**src/sv/gru_pkg.sv**
```systemverilog
package gru_pkg;

   localparam int DATA_WIDTH     = 16;
   localparam int COEF_FRAC_BITS = 14;

   localparam int COEF_W   = COEF_FRAC_BITS + 2;
   localparam int COEF_ONE = 1 << COEF_FRAC_BITS;
   localparam int OUT_W    = DATA_WIDTH + 1;
   localparam int MUL_W    = (DATA_WIDTH + 1 > COEF_W) ? DATA_WIDTH + 1 : COEF_W;
   localparam int PROD_W   = 2 * MUL_W;
   localparam int SUM_W    = PROD_W + 1;
   localparam int N_W      = 2 * DATA_WIDTH;
   localparam int K_W      = COEF_FRAC_BITS + 1;
   localparam int ACC_W    = 2 * DATA_WIDTH + 2 * COEF_FRAC_BITS + 4;
   localparam int SH_W     = $clog2(ACC_W);
   localparam int BIT_MAX  = (DATA_WIDTH - 1 > COEF_FRAC_BITS) ? DATA_WIDTH - 1 : COEF_FRAC_BITS;
   localparam int BIT_W    = $clog2(BIT_MAX + 1);

   typedef logic signed [ACC_W-1:0] acc_type;

   typedef enum logic [1:0] {
      REQ_GENERATE    = 2'd0,
      REQ_APPLY_LEFT  = 2'd1,
      REQ_APPLY_RIGHT = 2'd2,
      REQ_INVERT      = 2'd3
   } req_kind_type;

   typedef enum logic [3:0] {
      ST_IDLE,
      ST_SQ_A,
      ST_SQ_B,
      ST_SUM,
      ST_ROOT,
      ST_ROUND,
      ST_COS,
      ST_SIN_INIT,
      ST_SIN,
      ST_SIN_END,
      ST_AP0,
      ST_AP1,
      ST_AP2,
      ST_AP3,
      ST_AP4,
      ST_DONE
   } state_type;

   typedef struct packed {
      acc_type           rem;
      acc_type           bacc;
      acc_type           base;
      logic [SH_W-1:0]   sh_b;
      logic [SH_W-1:0]   sh_t;
   } rec_req_type;

   typedef struct packed {
      acc_type diff;
      logic    fits;
   } rec_rsp_type;

endpackage

```
**src/sv/gru_req_if.sv**
```systemverilog
interface gru_req_if;
   logic                                   valid;
   logic                                   ready;
   logic [1:0]                             req_type;
   logic signed [gru_pkg::DATA_WIDTH-1:0]  first_value;
   logic signed [gru_pkg::DATA_WIDTH-1:0]  second_value;

   modport source (output valid, output req_type, output first_value, output second_value,
                   input ready);
   modport sink (input valid, input req_type, input first_value, input second_value,
                 output ready);
endinterface

```
**src/sv/gru_rsp_if.sv**
```systemverilog
interface gru_rsp_if;
   logic                              valid;
   logic                              ready;
   logic signed [gru_pkg::OUT_W-1:0]  out_first;
   logic signed [gru_pkg::OUT_W-1:0]  out_second;
   logic signed [gru_pkg::OUT_W-1:0]  out_radius;

   modport source (output valid, output out_first, output out_second, output out_radius,
                   input ready);
   modport sink (input valid, input out_first, input out_second, input out_radius,
                 output ready);
endinterface

```
**src/sv/gru_mul.sv**
```systemverilog
module gru_mul (
   input  logic                                clock,
   input  logic signed [gru_pkg::MUL_W-1:0]    op_a,
   input  logic signed [gru_pkg::MUL_W-1:0]    op_b,
   output logic signed [gru_pkg::PROD_W-1:0]   product
);

   logic signed [gru_pkg::PROD_W-1:0] prod_ff;

   always_ff @(posedge clock) begin
      prod_ff <= op_a * op_b;
   end

   assign product = prod_ff;

endmodule

```
**src/sv/gru_rec.sv**
```systemverilog
module gru_rec (
   input  gru_pkg::rec_req_type  rec_req,
   output gru_pkg::rec_rsp_type  rec_rsp
);

   gru_pkg::acc_type diff;

   // One step of the digit recurrence shared by the root and both coefficients.
   assign diff = rec_req.rem - (rec_req.bacc <<< rec_req.sh_b) - (rec_req.base <<< rec_req.sh_t);

   assign rec_rsp.diff = diff;
   assign rec_rsp.fits = ~diff[gru_pkg::ACC_W-1];

endmodule

```
**src/sv/givens_rotation_unit.sv**
```systemverilog
// Channel   Dir   Payload                                   Handshake
// req_in    in    req_type, first_value, second_value       valid/ready
// rsp_out   out   out_first, out_second, out_radius         valid/ready
// A generate with both inputs non-zero runs two squares on the multiplier, 16 root
// steps and 15 steps for each coefficient on the recurrence unit. Apply runs four
// products through the multiplier; invert and the trivial generate cases use neither.
// Synchronous reset restores the identity rotation.
// A new item is taken while a finished result still waits in the output register.
module givens_rotation_unit (
   input logic         clock,
   input logic         reset,
   gru_req_if.sink     req_in,
   gru_rsp_if.source   rsp_out
);

   localparam int DW = gru_pkg::DATA_WIDTH;
   localparam int FB = gru_pkg::COEF_FRAC_BITS;
   localparam int OW = gru_pkg::OUT_W;
   localparam int CW = gru_pkg::COEF_W;
   localparam int MW = gru_pkg::MUL_W;
   localparam int PW = gru_pkg::PROD_W;
   localparam int SW = gru_pkg::SUM_W;
   localparam int NW = gru_pkg::N_W;
   localparam int KW = gru_pkg::K_W;
   localparam int AW = gru_pkg::ACC_W;
   localparam int HW = gru_pkg::SH_W;
   localparam int BW = gru_pkg::BIT_W;

   gru_pkg::state_type      state_ff, state_in;
   gru_pkg::req_kind_type   type_ff, type_in, req_kind;

   logic signed [DW-1:0]    x_ff, x_in, y_ff, y_in;
   logic [NW-1:0]           ma2_ff, ma2_in, mb2_ff, mb2_in, n_ff, n_in;
   gru_pkg::acc_type        rem_ff, rem_in, bacc_ff, bacc_in;
   logic [BW-1:0]           bit_ff, bit_in;
   logic [KW-1:0]           k_ff, k_in;
   logic signed [PW-1:0]    acc_ff, acc_in;
   logic signed [OW-1:0]    res_first_ff, res_first_in;
   logic signed [OW-1:0]    res_second_ff, res_second_in;
   logic signed [OW-1:0]    res_radius_ff, res_radius_in;
   logic signed [CW-1:0]    rot_cos_ff, rot_cos_in, rot_sin_ff, rot_sin_in;
   logic                    rsp_valid_ff, rsp_valid_in;
   logic signed [OW-1:0]    rsp_first_ff, rsp_first_in;
   logic signed [OW-1:0]    rsp_second_ff, rsp_second_in;
   logic signed [OW-1:0]    rsp_radius_ff, rsp_radius_in;

   logic signed [MW-1:0]    mul_a, mul_b;
   logic signed [PW-1:0]    mul_prod;
   gru_pkg::rec_req_type    rec_req;
   gru_pkg::rec_rsp_type    rec_rsp;

   logic [DW-1:0]           mag_a, mag_b;
   logic signed [MW-1:0]    sq_a, sq_b;
   gru_pkg::acc_type        n_ext, ma2_ext, mb2_ext;
   logic signed [OW-1:0]    root_d;
   logic signed [SW-1:0]    sum_ap;
   logic signed [CW-1:0]    coef_s;

   function automatic logic signed [OW-1:0] round_q(input logic signed [SW-1:0] v);
      logic [SW-1:0] mag;
      logic [SW-1:0] rnd;
      logic [SW-1:0] res;
      mag = v[SW-1] ? SW'(-v) : SW'(v);
      rnd = (mag + (SW'(1) << (FB - 1))) >> FB;
      res = v[SW-1] ? SW'(-rnd) : rnd;
      return res[OW-1:0];
   endfunction

   gru_mul u_mul (
      .clock   (clock),
      .op_a    (mul_a),
      .op_b    (mul_b),
      .product (mul_prod)
   );

   gru_rec u_rec (
      .rec_req (rec_req),
      .rec_rsp (rec_rsp)
   );

   assign req_kind = gru_pkg::req_kind_type'(req_in.req_type);
   assign req_in.ready = (state_ff == gru_pkg::ST_IDLE);

   assign mag_a   = x_ff[DW-1] ? DW'(-x_ff) : DW'(x_ff);
   assign mag_b   = y_ff[DW-1] ? DW'(-y_ff) : DW'(y_ff);
   assign sq_a    = $signed({{(MW - DW){1'b0}}, mag_a});
   assign sq_b    = $signed({{(MW - DW){1'b0}}, mag_b});
   assign n_ext   = $signed({{(AW - NW){1'b0}}, n_ff});
   assign ma2_ext = $signed({{(AW - NW){1'b0}}, ma2_ff});
   assign mb2_ext = $signed({{(AW - NW){1'b0}}, mb2_ff});
   assign root_d  = OW'(bacc_ff) + OW'(rem_ff > bacc_ff);
   assign coef_s  = (x_ff[DW-1] ^ y_ff[DW-1]) ? -CW'(k_ff) : CW'(k_ff);

   always_comb begin
      state_in      = state_ff;
      type_in       = type_ff;
      x_in          = x_ff;
      y_in          = y_ff;
      ma2_in        = ma2_ff;
      mb2_in        = mb2_ff;
      n_in          = n_ff;
      rem_in        = rem_ff;
      bacc_in       = bacc_ff;
      bit_in        = bit_ff;
      k_in          = k_ff;
      acc_in        = acc_ff;
      res_first_in  = res_first_ff;
      res_second_in = res_second_ff;
      res_radius_in = res_radius_ff;
      rot_cos_in    = rot_cos_ff;
      rot_sin_in    = rot_sin_ff;
      rsp_valid_in  = rsp_valid_ff && !rsp_out.ready;
      rsp_first_in  = rsp_first_ff;
      rsp_second_in = rsp_second_ff;
      rsp_radius_in = rsp_radius_ff;
      mul_a         = '0;
      mul_b         = '0;
      sum_ap        = SW'(acc_ff) + SW'(mul_prod);
      rec_req.rem   = rem_ff;
      rec_req.bacc  = bacc_ff;
      rec_req.base  = n_ext;
      rec_req.sh_b  = HW'(bit_ff) + HW'(2);
      rec_req.sh_t  = (HW'(bit_ff) << 1) + HW'(2);

      case (state_ff)
         gru_pkg::ST_IDLE: begin
            if (req_in.valid) begin
               type_in = req_kind;
               x_in    = req_in.first_value;
               y_in    = req_in.second_value;
               case (req_kind)
                  gru_pkg::REQ_GENERATE: begin
                     if (req_in.second_value == '0) begin
                        rot_cos_in    = CW'(gru_pkg::COEF_ONE);
                        rot_sin_in    = '0;
                        res_first_in  = OW'(gru_pkg::COEF_ONE);
                        res_second_in = '0;
                        res_radius_in = OW'(req_in.first_value);
                        state_in      = gru_pkg::ST_DONE;
                     end else if (req_in.first_value == '0) begin
                        rot_cos_in    = '0;
                        rot_sin_in    = req_in.second_value[DW-1] ?
                                        CW'(-gru_pkg::COEF_ONE) : CW'(gru_pkg::COEF_ONE);
                        res_first_in  = '0;
                        res_second_in = req_in.second_value[DW-1] ?
                                        OW'(-gru_pkg::COEF_ONE) : OW'(gru_pkg::COEF_ONE);
                        res_radius_in = req_in.second_value[DW-1] ?
                                        -OW'(req_in.second_value) : OW'(req_in.second_value);
                        state_in      = gru_pkg::ST_DONE;
                     end else begin
                        state_in = gru_pkg::ST_SQ_A;
                     end
                  end
                  gru_pkg::REQ_APPLY_LEFT, gru_pkg::REQ_APPLY_RIGHT: begin
                     state_in = gru_pkg::ST_AP0;
                  end
                  gru_pkg::REQ_INVERT: begin
                     rot_sin_in    = -rot_sin_ff;
                     res_first_in  = OW'(rot_cos_ff);
                     res_second_in = -OW'(rot_sin_ff);
                     res_radius_in = '0;
                     state_in      = gru_pkg::ST_DONE;
                  end
                  default: begin
                     state_in = gru_pkg::ST_IDLE;
                  end
               endcase
            end
         end
         gru_pkg::ST_SQ_A: begin
            mul_a    = sq_a;
            mul_b    = sq_a;
            state_in = gru_pkg::ST_SQ_B;
         end
         gru_pkg::ST_SQ_B: begin
            ma2_in   = mul_prod[NW-1:0];
            mul_a    = sq_b;
            mul_b    = sq_b;
            state_in = gru_pkg::ST_SUM;
         end
         gru_pkg::ST_SUM: begin
            mb2_in   = mul_prod[NW-1:0];
            n_in     = ma2_ff + mul_prod[NW-1:0];
            rem_in   = $signed({{(AW - NW){1'b0}}, ma2_ff + mul_prod[NW-1:0]});
            bacc_in  = '0;
            bit_in   = BW'(DW - 1);
            state_in = gru_pkg::ST_ROOT;
         end
         gru_pkg::ST_ROOT: begin
            rec_req.base = gru_pkg::acc_type'(1);
            rec_req.sh_b = HW'(bit_ff) + HW'(1);
            rec_req.sh_t = HW'(bit_ff) << 1;
            if (rec_rsp.fits) begin
               rem_in  = rec_rsp.diff;
               bacc_in = bacc_ff + (gru_pkg::acc_type'(1) << bit_ff);
            end
            if (bit_ff == '0) begin
               state_in = gru_pkg::ST_ROUND;
            end else begin
               bit_in = bit_ff - BW'(1);
            end
         end
         gru_pkg::ST_ROUND: begin
            res_radius_in = x_ff[DW-1] ? -root_d : root_d;
            rem_in        = (ma2_ext <<< (2 * FB + 2)) - n_ext;
            bacc_in       = -n_ext;
            k_in          = '0;
            bit_in        = BW'(FB);
            state_in      = gru_pkg::ST_COS;
         end
         gru_pkg::ST_COS, gru_pkg::ST_SIN: begin
            if (rec_rsp.fits && !k_ff[KW-1]) begin
               rem_in  = rec_rsp.diff;
               bacc_in = bacc_ff + (n_ext <<< (HW'(bit_ff) + HW'(1)));
               k_in    = k_ff | (KW'(1) << bit_ff);
            end
            if (bit_ff == '0) begin
               state_in = (state_ff == gru_pkg::ST_COS) ? gru_pkg::ST_SIN_INIT
                                                        : gru_pkg::ST_SIN_END;
            end else begin
               bit_in = bit_ff - BW'(1);
            end
         end
         gru_pkg::ST_SIN_INIT: begin
            res_first_in = OW'(k_ff);
            rot_cos_in   = CW'(k_ff);
            rem_in       = (mb2_ext <<< (2 * FB + 2)) - n_ext;
            bacc_in      = -n_ext;
            k_in         = '0;
            bit_in       = BW'(FB);
            state_in     = gru_pkg::ST_SIN;
         end
         gru_pkg::ST_SIN_END: begin
            rot_sin_in    = coef_s;
            res_second_in = OW'(coef_s);
            state_in      = gru_pkg::ST_DONE;
         end
         gru_pkg::ST_AP0: begin
            mul_a    = MW'(rot_cos_ff);
            mul_b    = MW'(x_ff);
            state_in = gru_pkg::ST_AP1;
         end
         gru_pkg::ST_AP1: begin
            acc_in   = mul_prod;
            mul_a    = MW'(rot_sin_ff);
            mul_b    = MW'(y_ff);
            state_in = gru_pkg::ST_AP2;
         end
         gru_pkg::ST_AP2: begin
            sum_ap = (type_ff == gru_pkg::REQ_APPLY_LEFT) ? SW'(acc_ff) + SW'(mul_prod)
                                                          : SW'(acc_ff) - SW'(mul_prod);
            res_first_in = round_q(sum_ap);
            mul_a        = MW'(rot_cos_ff);
            mul_b        = MW'(y_ff);
            state_in     = gru_pkg::ST_AP3;
         end
         gru_pkg::ST_AP3: begin
            acc_in   = mul_prod;
            mul_a    = MW'(rot_sin_ff);
            mul_b    = MW'(x_ff);
            state_in = gru_pkg::ST_AP4;
         end
         gru_pkg::ST_AP4: begin
            sum_ap = (type_ff == gru_pkg::REQ_APPLY_LEFT) ? SW'(acc_ff) - SW'(mul_prod)
                                                          : SW'(acc_ff) + SW'(mul_prod);
            res_second_in = round_q(sum_ap);
            res_radius_in = '0;
            state_in      = gru_pkg::ST_DONE;
         end
         gru_pkg::ST_DONE: begin
            if (!rsp_valid_ff || rsp_out.ready) begin
               rsp_valid_in  = 1'b1;
               rsp_first_in  = res_first_ff;
               rsp_second_in = res_second_ff;
               rsp_radius_in = res_radius_ff;
               state_in      = gru_pkg::ST_IDLE;
            end
         end
         default: begin
            state_in = gru_pkg::ST_IDLE;
         end
      endcase
   end

   always_ff @(posedge clock) begin
      if (reset) begin
         state_ff <= gru_pkg::ST_IDLE;
      end else begin
         state_ff <= state_in;
      end
   end

   always_ff @(posedge clock) begin
      if (reset) begin
         rsp_valid_ff <= 1'b0;
         rot_cos_ff   <= CW'(gru_pkg::COEF_ONE);
         rot_sin_ff   <= '0;
      end else begin
         rsp_valid_ff <= rsp_valid_in;
         rot_cos_ff   <= rot_cos_in;
         rot_sin_ff   <= rot_sin_in;
      end
   end

   always_ff @(posedge clock) begin
      type_ff       <= type_in;
      x_ff          <= x_in;
      y_ff          <= y_in;
      ma2_ff        <= ma2_in;
      mb2_ff        <= mb2_in;
      n_ff          <= n_in;
      rem_ff        <= rem_in;
      bacc_ff       <= bacc_in;
      bit_ff        <= bit_in;
      k_ff          <= k_in;
      acc_ff        <= acc_in;
      res_first_ff  <= res_first_in;
      res_second_ff <= res_second_in;
      res_radius_ff <= res_radius_in;
      rsp_first_ff  <= rsp_first_in;
      rsp_second_ff <= rsp_second_in;
      rsp_radius_ff <= rsp_radius_in;
   end

   assign rsp_out.valid      = rsp_valid_ff;
   assign rsp_out.out_first  = rsp_first_ff;
   assign rsp_out.out_second = rsp_second_ff;
   assign rsp_out.out_radius = rsp_radius_ff;

`ifndef ASSERT_OFF
   a_busy_after_accept: assert property (@(posedge clock) disable iff (reset)
      req_in.valid && req_in.ready |=> !req_in.ready)
      else $error("block stayed ready after taking an item");

   a_rotation_range: assert property (@(posedge clock) disable iff (reset)
      rot_cos_ff >= 0 && rot_cos_ff <= gru_pkg::COEF_ONE &&
      rot_sin_ff >= -gru_pkg::COEF_ONE && rot_sin_ff <= gru_pkg::COEF_ONE)
      else $error("stored rotation left the unit range");

   a_apply_radius_zero: assert property (@(posedge clock) disable iff (reset)
      state_ff == gru_pkg::ST_DONE &&
      (type_ff == gru_pkg::REQ_APPLY_LEFT || type_ff == gru_pkg::REQ_APPLY_RIGHT)
      |-> res_radius_ff == '0)
      else $error("apply result carries a non-zero radius");
`endif

endmodule

```
**src/flat_wrapper.sv**
```systemverilog
// flat-port wrapper written by rule: the top's interface ports become plain ports
module givens_rotation_unit_flat 
  (clock, reset, req_in_valid, req_in_req_type, req_in_first_value, req_in_second_value, req_in_ready, rsp_out_valid, rsp_out_out_first, rsp_out_out_second, rsp_out_out_radius, rsp_out_ready);
  gru_req_if req_in_i ();
  gru_rsp_if rsp_out_i ();
  input logic clock;
  input logic reset;
  input wire logic [$bits(req_in_i.valid)-1:0] req_in_valid;
  input wire logic [$bits(req_in_i.req_type)-1:0] req_in_req_type;
  input wire logic [$bits(req_in_i.first_value)-1:0] req_in_first_value;
  input wire logic [$bits(req_in_i.second_value)-1:0] req_in_second_value;
  output wire logic [$bits(req_in_i.ready)-1:0] req_in_ready;
  output wire logic [$bits(rsp_out_i.valid)-1:0] rsp_out_valid;
  output wire logic [$bits(rsp_out_i.out_first)-1:0] rsp_out_out_first;
  output wire logic [$bits(rsp_out_i.out_second)-1:0] rsp_out_out_second;
  output wire logic [$bits(rsp_out_i.out_radius)-1:0] rsp_out_out_radius;
  input wire logic [$bits(rsp_out_i.ready)-1:0] rsp_out_ready;
  assign req_in_i.valid = req_in_valid;
  assign req_in_i.req_type = req_in_req_type;
  assign req_in_i.first_value = req_in_first_value;
  assign req_in_i.second_value = req_in_second_value;
  assign req_in_ready = req_in_i.ready;
  assign rsp_out_valid = rsp_out_i.valid;
  assign rsp_out_out_first = rsp_out_i.out_first;
  assign rsp_out_out_second = rsp_out_i.out_second;
  assign rsp_out_out_radius = rsp_out_i.out_radius;
  assign rsp_out_i.ready = rsp_out_ready;
  givens_rotation_unit u_core (.clock(clock), .reset(reset), .req_in(req_in_i), .rsp_out(rsp_out_i));
endmodule
```
**config.mk**
```make
export PLATFORM = sky130hd
export DESIGN_NAME = givens_rotation_unit_flat
export DESIGN_NICKNAME = d
export VERILOG_FILES = /design/src/sv/gru_pkg.sv /design/src/sv/gru_req_if.sv /design/src/sv/gru_rsp_if.sv /design/src/sv/gru_mul.sv /design/src/sv/gru_rec.sv /design/src/sv/givens_rotation_unit.sv /design/src/flat_wrapper.sv
export SDC_FILE = /design/constraint.sdc
export NUM_CORES = 2
export LEC_CHECK = 0
export BUFFER_PORTS_ARGS = -buffer_cell sky130_fd_sc_hd__buf_2
export CAP_MARGIN = 30
export CORE_ASPECT_RATIO = 1.75
export CORE_MARGIN = 2
export CORE_UTILIZATION = 50
export CTS_BUF_LIST = sky130_fd_sc_hd__clkbuf_8
export CTS_CLUSTER_DIAMETER = 120
export DETAILED_ROUTE_END_ITERATION = 7
export PLACE_DENSITY = 0.66
export SETUP_SLACK_MARGIN = 0.3
export SLEW_MARGIN = 0
export SYNTH_ARGS = -nofsm -noshare
export SYNTH_HDL_FRONTEND = slang
export SYNTH_SLANG_ARGS = --single-unit
```
**constraint.sdc**
```tcl
create_clock -name clock -period 13.25 [get_ports clock]
set_clock_uncertainty 0.2 [all_clocks]
set_input_delay 1.325 -clock clock [delete_from_list [all_inputs] [get_ports clock]]
set_output_delay 1.325 -clock clock [all_outputs]
set_load 0.05 [all_outputs]
```
**After elaboration in Yosys (flattened, before gate mapping)**

Cells that the tools add are included.

- $add $sub $neg: 28
- Multipliers: 1
- Magnitude comparators: 1
- Eq/ne operators: 30
- Shift-type cells: 5
- Muxes and demuxes: 62
- Bitwise operators: 3
- Reduce and logical (&&, ||, !) cells: 41

Operators by type and width:

| cell | count |
|---|---|
| 64-bit one-hot mux with 5 select lines | 1 |
| 64-bit 2-to-1 mux | 4 |
| 64-bit one-hot mux with 4 select lines | 1 |
| 17-bit 2-to-1 mux | 14 |
| 16-bit 2-to-1 mux | 11 |
| 17-bit one-hot mux with 3 select lines | 3 |
| 17-bit one-hot mux with 4 select lines | 2 |
| 64-bit adder | 2 |
| 64-bit by 6-bit <<< shifter with 64-bit output | 2 |
| 64-bit subtractor | 2 |
| 62-bit by 32-bit subtractor with 63-bit output | 2 |
| 17-bit one-hot mux with 2 select lines | 3 |
| 16-bit one-hot mux with 2 select lines | 3 |
| 35-bit 2-to-1 mux | 2 |
| 64-bit > comparator | 1 |
| 32-bit negation with 64-bit output | 1 |
| 1-bit by 4-bit left shift with 64-bit output (first input constant) | 1 |
| 33-bit by 6-bit <<< shifter with 64-bit output | 1 |
| 31-bit by 14-bit adder with 31-bit output (second input constant) | 2 |
| 31-bit 2-to-1 mux | 2 |
| 31-bit negation | 2 |
| 4-bit one-hot mux with 14 select lines | 1 |
| 17-bit negation | 3 |
| 16-bit negation | 3 |
| other kinds (46) | 102 |

- Bits in registers: 484
- Input port bits: 38
- Output and inout bits: 53
- Logic and storage cells: 193

**Longest topological paths before layout**

- Depth after elaboration: 9
- Depth in mapped cells: 38
- Depth with buffers taken out: 37

**Cells and area by module**

Synthesis repeated with hierarchy kept, for this count alone.

- Cell total of the unflattened synthesis: 7221
- Area total of the unflattened synthesis: 62110.8 um^2

Modules (own cells, without submodules):

| module | times used | cells each | area each (um^2) | sequential area each (um^2) |
|---|---|---|---|---|
| givens_rotation_unit | 1 | 4181 | 37419.6 | 13122.6 |
| gru_rec | 1 | 1795 | 13075.0 | 0.0 |
| gru_mul | 1 | 1245 | 11616.1 | 680.7 |

**Worst setup path before layout**

OpenSTA, ideal clock, no wires.

- Kind: reg-to-reg
- From: register u_core.bit_ff[0]
- To: register u_core.bacc_ff[0] (enable)
- Setup time: 0.503 ns
- Arrival: 10.767 ns
- Required time: 12.547 ns
- Setup slack: 1.780 ns
- Stages on the path, launching flop included: 35
- Path buffers: 5
- Clock period less this slack: 11.470 ns
- Cell sequence: edfxtp_1 > clkinv_1 > buf_1 > ha_1 > clkbuf_1 > o21ai_1 > clkbuf_1 > clkbuf_1 > buf_1 > o211ai_1 > o21a_1 > mux2i_1 > mux2i_1 > nand2_1 > o21ai_0 > fa_1 > inv_1 > ha_1 > and2_1 > nor2b_1 > and3_1 > o2111ai_1 > a31oi_1 > o211ai_1 > a211oi_1 > or3_1 > a311o_1 > a2111oi_0 > o31a_1 > o21ai_0 > a41oi_1 > o21bai_1 > a21oi_1 > xnor2_1 > o211ai_1

- Cells in the longest elaborated chain, start to end: 9
- Elaborated cells between the ends (all ways): 13
- Those cells by class: add/sub: 5; eq/ne: 2; shift: 2; mux: 1; bitwise: 1; reduce/logical: 2

Ends and longest elaborated chain:

| element | RTL line | RTL |
|---|---|---|
| from (decl) | givens_rotation_unit.sv:35 | `logic [BW-1:0] bit_ff, bit_in;` |
| from (signal assigned) | givens_rotation_unit.sv:314 | `bit_ff <= bit_in;` |
| 4-bit by 2-bit adder with 5-bit output / 4-bit by 1-bit adder with 5-bit output (equally long branches) | givens_rotation_unit.sv:122, givens_rotation_unit.sv:191 |  |
| 44-bit 2-to-1 mux (*) | givens_rotation_unit.sv:125 | `case (state_ff)` |
| 64-bit by 6-bit <<< shifter with 64-bit output | gru_rec.sv:9 | `assign diff = rec_req.rem - (rec_req.bacc <<< rec_req.sh_b) - (rec_req.base <<< rec_req.sh_t);` |
| 64-bit subtractor | gru_rec.sv:9 |  |
| 64-bit subtractor (*) | gru_rec.sv:9 |  |
| 1-bit NOT | gru_rec.sv:12 | `assign rec_rsp.fits = ~diff[gru_pkg::ACC_W-1];` |
| 1-bit logical AND | givens_rotation_unit.sv:212 | `if (rec_rsp.fits && !k_ff[KW-1]) begin` |
| 2-bit by 1-bit != test with 1-bit output (no line) | n/a |  |
| 3-bit AND reduction (no line) (*) | n/a |  |
| to (signal assigned) | givens_rotation_unit.sv:313 | `bacc_ff <= bacc_in;` |
| to (decl) | givens_rotation_unit.sv:34 | `gru_pkg::acc_type rem_ff, rem_in, bacc_ff, bacc_in;` |

Every way passes the cells marked *; elsewhere a longest branch is shown, timed or not.
A chain may end at the register's enable or synchronous reset.

**Final worst setup path**

- From: register u_core.state_ff[3]
- To: register u_core.rem_ff[53] (enable)

- Cells in the longest elaborated chain, start to end: 9
- Elaborated cells between the ends (all ways): 18
- Those cells by class: add/sub: 2; eq/ne: 8; shift: 2; mux: 1; bitwise: 1; reduce/logical: 4

Ends and longest elaborated chain:

| element | RTL line | RTL |
|---|---|---|
| from (decl) | givens_rotation_unit.sv:29 | `gru_pkg::state_type state_ff, state_in;` |
| from (signal assigned) | givens_rotation_unit.sv:287 | `state_ff <= gru_pkg::ST_IDLE;` |
| from (signal assigned) | givens_rotation_unit.sv:289 | `state_ff <= state_in;` |
| 4-bit by 3-bit equality test with 1-bit output | givens_rotation_unit.sv:125 |  |
| 44-bit 2-to-1 mux | givens_rotation_unit.sv:125 |  |
| 64-bit by 6-bit <<< shifter with 64-bit output | gru_rec.sv:9 |  |
| 64-bit subtractor (2 in a row) | gru_rec.sv:9 |  |
| 1-bit NOT | gru_rec.sv:12 |  |
| 1-bit logical AND | givens_rotation_unit.sv:212 |  |
| 2-bit by 1-bit != test with 1-bit output (no line) | n/a |  |
| 3-bit AND reduction (no line) (*) | n/a |  |
| to (signal assigned) | givens_rotation_unit.sv:312 | `rem_ff <= rem_in;` |
| to (decl) | givens_rotation_unit.sv:34 |  |

Marks and branches as above.

==> results.rst <==
.. list-table::
   :header-rows: 1

   * - Metric
     - Value
   * - Core Region
     - 0.117 sq mm
   * - Type of the most critical hold path
     - register to register
   * - Mapped cell area
     - 0.0587 sq mm
   * - Cell count after synthesis
     - 6,927
   * - Estimated wirelength of the detail-placed design
     - 218,000 um
   * - Average cell area after synthesis
     - 8.48 sq um
   * - Unrepaired setup endpoints after global routing
     - no
   * - Share of the core filled with cells
     - 54.2%
   * - Maximum fanout count along the critical path
     - 64
   * - Synth-to-layout area growth
     - 7.69%
   * - Clock transition time at the flip-flop clock pins of the worst setup and hold paths
     - 0.07 ns
   * - Largest stage delay, worst path
     - 0.85 ns
   * - First-pass DRT Iterations
     - 7
   * - Final number of hold-violating endpoints
     - 0
   * - Fraction of final layout cells sized beyond drive strength 1
     - 8.01%
   * - Kind of end point of the critical path
     - register
   * - Largest net degree at the start of global routing
     - 65
   * - Result of the run
     - finished, final reports clean
   * - Place WS
     - 2.69 ns
   * - Number of nets in the layout
     - 7,724
   * - Crit path from
     - u_core.state_ff[3]
   * - Warnings from Yosys
     - 0
   * - Library cell with the largest summed area after synthesis
     - sky130_fd_sc_hd__edfxtp_1
   * - Total setup violations reported at the end of the flow
     - 0
   * - Horiz. Die Dim
     - 263 um
   * - Post-Synthesis Net Count
     - 7,735
   * - Crit Reg-Reg Startpoint
     - u_core.state_ff[3]
   * - Area share of the largest cell type after synthesis
     - 21.1%
   * - Hold bufs inserted after CTS
     - 0
   * - Final non-filler cell area
     - 0.0632 sq mm
   * - Vias after detailed routing
     - 55,380
   * - Cell at the slowest stage of the critical path
     - sky130_fd_sc_hd__mux2i_1
   * - Launching element type of the critical path
     - register
   * - First DRT Iteration DRCs
     - 4,873
   * - Standard cell area after detailed placement
     - 0.0610 sq mm
   * - Slew HR
     - 18.0%
   * - Tmin final
     - 10.74 ns
   * - Biggest area contributors in the synthesized netlist
     - sky130_fd_sc_hd__edfxtp_1 21%, sky130_fd_sc_hd__fa_1 12%, sky130_fd_sc_hd__ha_1 8.7%, sky130_fd_sc_hd__inv_1 4.8%, sky130_fd_sc_hd__xnor2_1 4.5%
   * - Flip-flop and latch count after synthesis
     - 483
   * - Vias per inst
     - 6.51
   * - Die extent in y
     - 457 um
   * - CTS tree
     - done
   * - Async S/R FF share, synth
     - 0%
   * - Data arrival time of the critical path
     - 11.00 ns
   * - Crit Path Category
     - register to register
   * - Data required time of the critical path
     - 13.51 ns
   * - Clock network latency to the later pin of the worst-skew pair
     - 0.85 ns
   * - Count of pins on the block boundary
     - 91
   * - Setup Fix Bufs, Post-CTS
     - 0
   * - Detailed-route wire length
     - 271,000 um
   * - Port buffer count
     - 90
   * - Final GP Congestion
     - 1.06
   * - Deepest clock path buffer count
     - 3
   * - Post-route setup slack
     - 2.51 ns
   * - Initial antenna violation count
     - 17
   * - Post-DRT Antenna Nets
     - 0
   * - Post-cts repair resize count
     - 0
   * - Final period util
     - 81.0%
   * - Starting density of the core
     - 50.3%
   * - Via count of the first global-routing pass
     - 56,045
   * - Post-route setup TNS
     - 0 ns
   * - Number of buffers created by CTS
     - 83
   * - Routed wirelength normalized by instance count
     - 31.9 um
   * - Hold Path Origin
     - u_core.res_radius_ff[0]
   * - Die Footprint
     - 0.120 sq mm
   * - Count of buffer and inverter cells on the critical path
     - 4
   * - Total number of clock tree sinks
     - 483
   * - Max H-tree Level
     - 3
   * - Number of design rule violations left after detail routing
     - 0
   * - Number of violations of the max-capacitance limit
     - 0
   * - Kind of cell adding the most delay to the critical path
     - compound AO/OA/AOI/OAI gates
   * - Transition time at the pin with the least slew margin
     - 1.23 ns
   * - Fraction of the yosys area taken by sequential cells
     - 23.5%
   * - Cell at the root of the clock tree
     - sky130_fd_sc_hd__clkbuf_8
   * - Final Max Tran Viols
     - 0
   * - Filler cell count
     - 11,091
   * - Top FF cell, synth
     - sky130_fd_sc_hd__edfxtp_1
   * - Highest attainable clock frequency
     - 0.0931 GHz
   * - Wire length of the first global-routing pass
     - 385,000 um
   * - Site Rows
     - 166
   * - Library cells used by synthesis
     - 113
   * - Total track usage
     - 44.6%
   * - GR Overflow Total
     - 0
   * - Number of synthesized flops with an enable pin
     - 413
==> final timing paths <==
check             cells past startpoint                            to  slack (ns)
setup / recovery                     29             u_core.rem_ff[53]        2.51
hold / removal                        0  u_core.rsp_out.out_radius[0]        0.18
setup reg to reg                     29             u_core.rem_ff[53]        2.51
hold reg to reg                       0  u_core.rsp_out.out_radius[0]        0.18
==> routing by layer <==
metal / track usage (%) / vias to the layer above / routed length, um / share of wire, %
li1: - / 24382 / - / -
met1: 42.6 / 27091 / 85100 / 31
met2: 76.9 / 2736 / 132000 / 49
met3: 8.48 / 1165 / 17500 / 6.5
met4: 48.6 / 6 / 36700 / 14
met5: 0 / - / 41 / 0.015
==> cell usage in the layout, fill, tap and decap left out, types with 41 or more instances in the layout <==
cell,count
sky130_fd_sc_hd__ha_1,405
sky130_fd_sc_hd__nand2_1,667
sky130_fd_sc_hd__or3_1,60
sky130_fd_sc_hd__and3_1,49
sky130_fd_sc_hd__buf_2,95
sky130_fd_sc_hd__dfxtp_1,70
sky130_fd_sc_hd__xnor2_1,292
sky130_fd_sc_hd__fa_1,363
sky130_fd_sc_hd__clkbuf_8,86
sky130_fd_sc_hd__nand3_1,148
sky130_fd_sc_hd__o22ai_1,93
sky130_fd_sc_hd__o211ai_1,53
sky130_fd_sc_hd__a21oi_1,398
sky130_fd_sc_hd__buf_4,128
sky130_fd_sc_hd__a31oi_1,61
sky130_fd_sc_hd__o21ai_0,377
sky130_fd_sc_hd__nand4_1,47
sky130_fd_sc_hd__mux4_2,41
sky130_fd_sc_hd__nor2_1,675
sky130_fd_sc_hd__and2_1,41
sky130_fd_sc_hd__a22oi_1,53
sky130_fd_sc_hd__o21a_1,51
sky130_fd_sc_hd__inv_1,759
sky130_fd_sc_hd__mux2i_1,200
sky130_fd_sc_hd__xor2_1,180
sky130_fd_sc_hd__a211oi_1,54
sky130_fd_sc_hd__nor2b_1,67
sky130_fd_sc_hd__o31ai_1,43
sky130_fd_sc_hd__edfxtp_1,413
sky130_fd_sc_hd__nor3_1,136
sky130_fd_sc_hd__nor4_1,52
sky130_fd_sc_hd__a21o_1,112
sky130_fd_sc_hd__nand2b_1,101
==> worst reg2reg max path: cells and delay by family, from the launching register on <==
family,cells,cell delay [ns]
XOR/XNOR,1,0.33
multiplexers,3,1.39
AND/OR/NAND/NOR,8,1.68
adder cells (fa/ha/maj),2,1.14
buffers and inverters,4,1.51
flip-flops,1,0.76
AO/OA/AOI/OAI,11,3.28
==> kinds of logic (layout without fill, tap and decap cells) <==
family                     Yosys count  after routing  share of synthesized area, %
AOI/OAI and AO/OA                 1663           1663                          18.5
xor gates and xnor gates           480            480                          7.16
adders and majority gates          770            770                          21.0
buffers and inverters             1080           1140                          6.96
DFF                                483            483                          23.5
muxes                              261            261                          5.36
other                                0             11                             0
and+or+nand+nor                   2190           2190                          17.4
==> cells in the mapped netlist (all sizes together) (35+ instances only) <==
cell / number
a211oi: 55
ha: 407
o21ai: 394
fa: 363
o22ai: 93
nor3: 138
nand3: 150
dfxtp: 70
nand2b: 104
mux2i: 202
clkbuf: 262
nor2b: 69
buf: 67
nand2: 669
a22oi: 53
o211ai: 54
xnor2: 300
and2: 41
o21a: 52
nor4: 54
nor2: 682
o31ai: 46
o21bai: 36
and3: 49
a21oi: 403
a21o: 112
mux4: 41
xor2: 180
edfxtp: 413
nand4: 48
a221oi: 35
or3: 60
inv: 749
a31oi: 64
==> per-stage QoR <==
step	hold slack, ns	std cells
2_1_floorplan	0.200	6927
3_3_place_gp	0.201	8316
3_5_place_dp	0.205	8325
4_1_cts	0.177	8481
5_1_grt	0.188	8500
6_report	0.178	8510
==> area by class of cell <==
cell class | instances | area (sq um) | share of cell area [%]
Antenna cell | 11 | 27.5 | 0.0435
Clock buffer | 86 | 1180 | 1.87
Clock inverter | 70 | 778 | 1.23
Multi-Input combinational cell | 5364 | 41100 | 65.0
Inverter | 751 | 2820 | 4.46
Sequential cell | 483 | 13800 | 21.8
Timing Repair Buffer | 233 | 1610 | 2.55
Tap cell | 1512 | 1890 | 2.99
==> state kept, by name, summed over array words and instances (netlist names) <==
| signal | count |
|---|---|
| u_core.rot_sin_ff | 16 |
| u_core.res_first_ff | 17 |
| u_core.rsp_out.out_first | 17 |
| u_core.acc_ff | 34 |
| u_core.rsp_out.valid | 1 |
| u_core.bit_ff | 4 |
| u_core.y_ff | 16 |
| u_core.ma2_ff | 32 |
| u_core.mb2_ff | 32 |
| u_core.rsp_out.out_radius | 17 |
| u_core.n_ff | 32 |
| u_core.state_ff | 4 |
| u_core.bacc_ff | 64 |
| u_core.x_ff | 16 |
| u_core.res_second_ff | 17 |
| u_core.type_ff | 2 |
| u_core.rsp_out.out_second | 17 |
| u_core.res_radius_ff | 17 |
| u_core.rot_cos_ff | 15 |
| u_core.u_mul.product | 34 |
| u_core.k_ff | 15 |
| u_core.rem_ff | 64 |
Power is not shown: default switching activity piles up to over one toggle a cycle in this logic, so the estimate is an artifact.
